## config.mk

```make
export PLATFORM = sky130hd
export DESIGN_NAME = m3it_fifo
export DESIGN_NICKNAME = d
export VERILOG_FILES = /design/src/rtl/m3it_pkg.sv /design/src/rtl/m3it_fifo.sv
export SDC_FILE = /design/constraint.sdc
export NUM_CORES = 1
export LEC_CHECK = 0
export BUFFER_PORTS_ARGS = -buffer_cell sky130_fd_sc_hd__buf_2
export CAP_MARGIN = 20
export CORE_MARGIN = 4
export CORE_UTILIZATION = 40
export DETAILED_ROUTE_END_ITERATION = 8
export GPL_ROUTABILITY_DRIVEN = 0
export GPL_TIMING_DRIVEN = 0
export MAX_ROUTING_LAYER = met4
export PLACE_DENSITY_LB_ADDON = 0.15
export SLEW_MARGIN = 5
export SYNTH_ARGS = -nofsm -noshare
export SYNTH_HDL_FRONTEND = slang
export SYNTH_SLANG_ARGS = --single-unit
```

## constraint.sdc

```tcl
create_clock -name i_clk -period 2 [get_ports i_clk]
set_input_delay 0.1 -clock i_clk [delete_from_list [all_inputs] [get_ports i_clk]]
set_output_delay 0.1 -clock i_clk [all_outputs]
set_load 0.02 [all_outputs]
```

## src/rtl/m3it_pkg.sv

```systemverilog
// Package for the 3x3 inverse-transpose unit: defaults, shared types
`timescale 1ns / 1ps

package m3it_pkg;

    // default element format, Q16.16
    localparam int DATA_WIDTH_DEF = 32;
    localparam int FRAC_BITS_DEF  = 16;

    // matrix elements per item
    localparam int N_ELEM = 9;

    // depth of the queue between front and back, power of two
    localparam int FIFO_DEPTH = 4;

    // queue status seen by both sides
    typedef struct packed {
        logic full;
        logic empty;
    } t_fifo_flags;

endpackage

```

## src/rtl/m3it_fifo.sv

```systemverilog
// Short queue between front and back
`timescale 1ns / 1ps

module m3it_fifo import m3it_pkg::*; #(
    parameter int WIDTH = 8,
    parameter int DEPTH = FIFO_DEPTH
) (
    input  logic             i_clk,
    input  logic             i_rst_n,
    input  logic             i_push,
    input  logic [WIDTH-1:0] i_data,
    input  logic             i_pop,
    output logic [WIDTH-1:0] o_data,
    output t_fifo_flags      o_flags
);

    localparam int AW = $clog2(DEPTH);

    logic [WIDTH-1:0] r_mem [DEPTH];
    logic [AW-1:0]    r_wp;
    logic [AW-1:0]    r_rp;
    logic [AW:0]      r_cnt;

    assign o_data        = r_mem[r_rp];
    assign o_flags.full  = (r_cnt == (AW+1)'(DEPTH));
    assign o_flags.empty = (r_cnt == '0);

    // pointers and fill count
    always_ff @(posedge i_clk) begin
        if (!i_rst_n) begin
            r_wp  <= '0;
            r_rp  <= '0;
            r_cnt <= '0;
        end else begin
            if (i_push) begin
                r_wp <= r_wp + 1'b1;
            end
            if (i_pop) begin
                r_rp <= r_rp + 1'b1;
            end
            if (i_push && !i_pop) begin
                r_cnt <= r_cnt + 1'b1;
            end else if (i_pop && !i_push) begin
                r_cnt <= r_cnt - 1'b1;
            end
        end
    end

    always_ff @(posedge i_clk) begin
        if (i_push) begin
            r_mem[r_wp] <= i_data;
        end
    end

endmodule

```

==> results.cfg <==
[global_routing]
grt_first_pass_wirelength_um = 3864
grt_usage_pct = 10.58
grt_antenna_before_repair = 0
overflow = 0
grt_start_max_net_pins = 13
grt_pass1_vias = 811

[final_layout]
layout_common_cells = edfxtp_1, buf_2, and2_1, dfxtp_1, mux4_2
layout-drive-gt1-share_pct = 32.46
nets = 131
layout_commonest_cell = edfxtp_1
diodes = 0
area_delta_synth_final_pct = 16.94
nFillCells = 319

[logic_synthesis]
synth.yosys.seq_area_share_pct = 71.19
syn-num-nets = 103
synth_area_leader_cell = edfxtp_1
netlist_area_um2 = 1603
syn_avg_cell_area_um2 = 18.86
synth_cell_types = 19
ys_warn_count = 0
synth_cells = 85
synth_top_area_share_pct = 59.95
netlist_top_cells_area = edfxtp_1, dfxtp_1, mux4_2, ha_1, and2_1
ys_seq_elements = 41

[place]
io_buffers = 21
hpwlAfterDp_um = 1657

[setup_path]
worstReg2RegEnd = r_cnt[2]
critPathMaxStageDelay_ps = 510
rr_worst_depth = 4
crit_type = reg2out
required_ps = 1900
setup.worst_path.end_class = output pin
cp_slowest_cell = mux4_2
cp-start-kind = flop
r2r_setup_slack_ps = 530
critical_path.cell_chain = buf_6 > mux4_2 > buf_2
r2r-start = r_cnt[0]
critPathMaxFanout = 8
cp.arrival_ps = 1470

[timing]
fin_crit_ps = 1566
worstMarginPinSlew_ps = 449.4
setup_viol = 0
setup_tns_ps = 0
whs_ps = 26.57
maxSlewViolCount = 0
post-route-period-util_pct = 78.31
relSlewSlack_pct = 70.04
fmax_ghz = 0.6385
hold_viol = 0
rsz0062_at_grt = false
fin_skew_ps = 4.163

[cts]
hold_buffers = 0
clkTransAtPathRegs_ps = 70
cts_max_level = 2
cts_tree = done
clock_latency_ps = 280
cts-resized-gates = 0
clkSinkCount = 41
cts_buffers = 5
cts_root_buffer = clkbuf_8
ctsLongestPathBuffers = 2
cts_setup_buffers = 0

[die]
die_width_um = 71.30
io_pins = 22
die_area_um2 = 5084
core_um2 = 3771
fp.dieH_um = 71.30
floorplan.initialDensity_pct = 42.50
rows = 22

[routing]
postRouteWirelength_um = 2353
dr.pass1.iters = 3
drt_iter0_drc = 40
drc = 0
vias = 780
viasPerCell = 4.815
antenna_left = 0
route.detailed.wl_per_inst_um = 14.52

[worst_hold_path]
whs_path_depth = 1
hold_path.class = in2reg
min-delay-start = i_data[5]
worst_hold_path.endpoint = r_mem[0][5]

[run]
maxCapViolCount = 0

[power_and_ir_drop]
peakVddDrop_v = 0.0006733
power-per-cell-area_nw_per_um2 = 996.8
p_leak_uw = 0.0006880

[status]
status = completed
-- registers in the layout, indices dropped and copies added (netlist names), named ones only --
| signal | count |
|---|---|
| r_mem | 32 |
| r_cnt | 3 |
| r_rp | 2 |
| r_wp | 2 |
-- where the power goes --
group          switching (uW)  total (uW)  internal [uW]
combinational             134         247            113
clock                     254         622            368
sequential               26.1         999            973
-- cells in the mapped netlist, drive strengths merged --
library cell  number
o21ai              1
edfxtp            32
clkbuf             1
xor2               3
nor2b              2
buf                1
nand2              1
inv                4
a21boi             1
or3                1
mux2i              2
nor3               1
mux4               8
dfxtp              9
ha                 5
nor3b              1
xnor2              2
and2               9
fa                 1
-- layer usage --
layer | vias to the layer above | GRT usage (%) | wire length (um)
met5 | - | - | 0
met4 | 0 | 5.010 | 46
met3 | 7 | 3.226 | 130
met2 | 18 | 18.06 | 1203
met1 | 383 | 11.11 | 972
li1 | 372 | - | -
-- metrics by stage --
stage | cell area, um^2 | std cells | power (uW) | worst slack, ps | utilization [%]
5_1_grt | 1874 | 162 | 1958 | 368.2 | 49.70
4_1_cts | 1874 | 162 | 1897 | 402.0 | 49.70
3_3_place_gp | 1768 | 154 | 1264 | 450.7 | 46.88
2_1_floorplan | 1603 | 85 | 1189 | 587.9 | -
3_5_place_dp | 1768 | 154 | 1272 | 423.3 | 46.88
6_report | 1874 | 162 | 1868 | 433.8 | 49.70
-- layout make-up --
class                           instances  area (um^2)  share of cell area [%]
Clock buffer                            6        72.57                   3.872
Inverter                                4        15.01                  0.8011
Multi-Input combinational cell         38        430.4                   22.96
Timing Repair Buffer                   21        105.1                   5.607
Sequential cell                        41         1141                   60.88
Buffer                                  2        16.27                  0.8678
Clock inverter                          2        33.78                   1.802
Tap cell                               48        60.06                   3.204
-- how the worst max path moves through the flow --
stage / startpoint / depth (start not counted) / slack (ps) / end
2_1_floorplan: r_cnt[0] / 4 / 590 / r_cnt[2]
3_5_place_dp: i_push / 7 / 420 / r_cnt[2]
6_report: flop / 3 / 430 / o_data[1]
4_1_cts: flop / 3 / 400 / o_data[7]
5_1_grt: flop / 3 / 370 / o_data[1]
3_3_place_gp: i_push / 7 / 450 / r_cnt[2]
-- kinds of logic (layout without fill, tap and decap cells) --
| logic type | after synthesis | after routing | share of synthesized area [%] |
|---|---|---|---|
| muxes | 10 | 10 | 12.49 |
| AOI/OAI and AO/OA | 2 | 2 | 0.7805 |
| and+or+nand+nor | 15 | 15 | 5.698 |
| adders and majority gates | 6 | 6 | 5.152 |
| xor gates and xnor gates | 5 | 5 | 2.733 |
| DFF | 41 | 41 | 71.19 |
| buffers and inverters | 6 | 35 | 1.951 |
-- critical path: cells and delay by family (launching register included) --
kind | cells | cell delay, ps
multiplexers | 1 | 510
buffers and inverters | 2 | 340
flip-flops | 1 | 330
(Power assumes the default switching activity.)
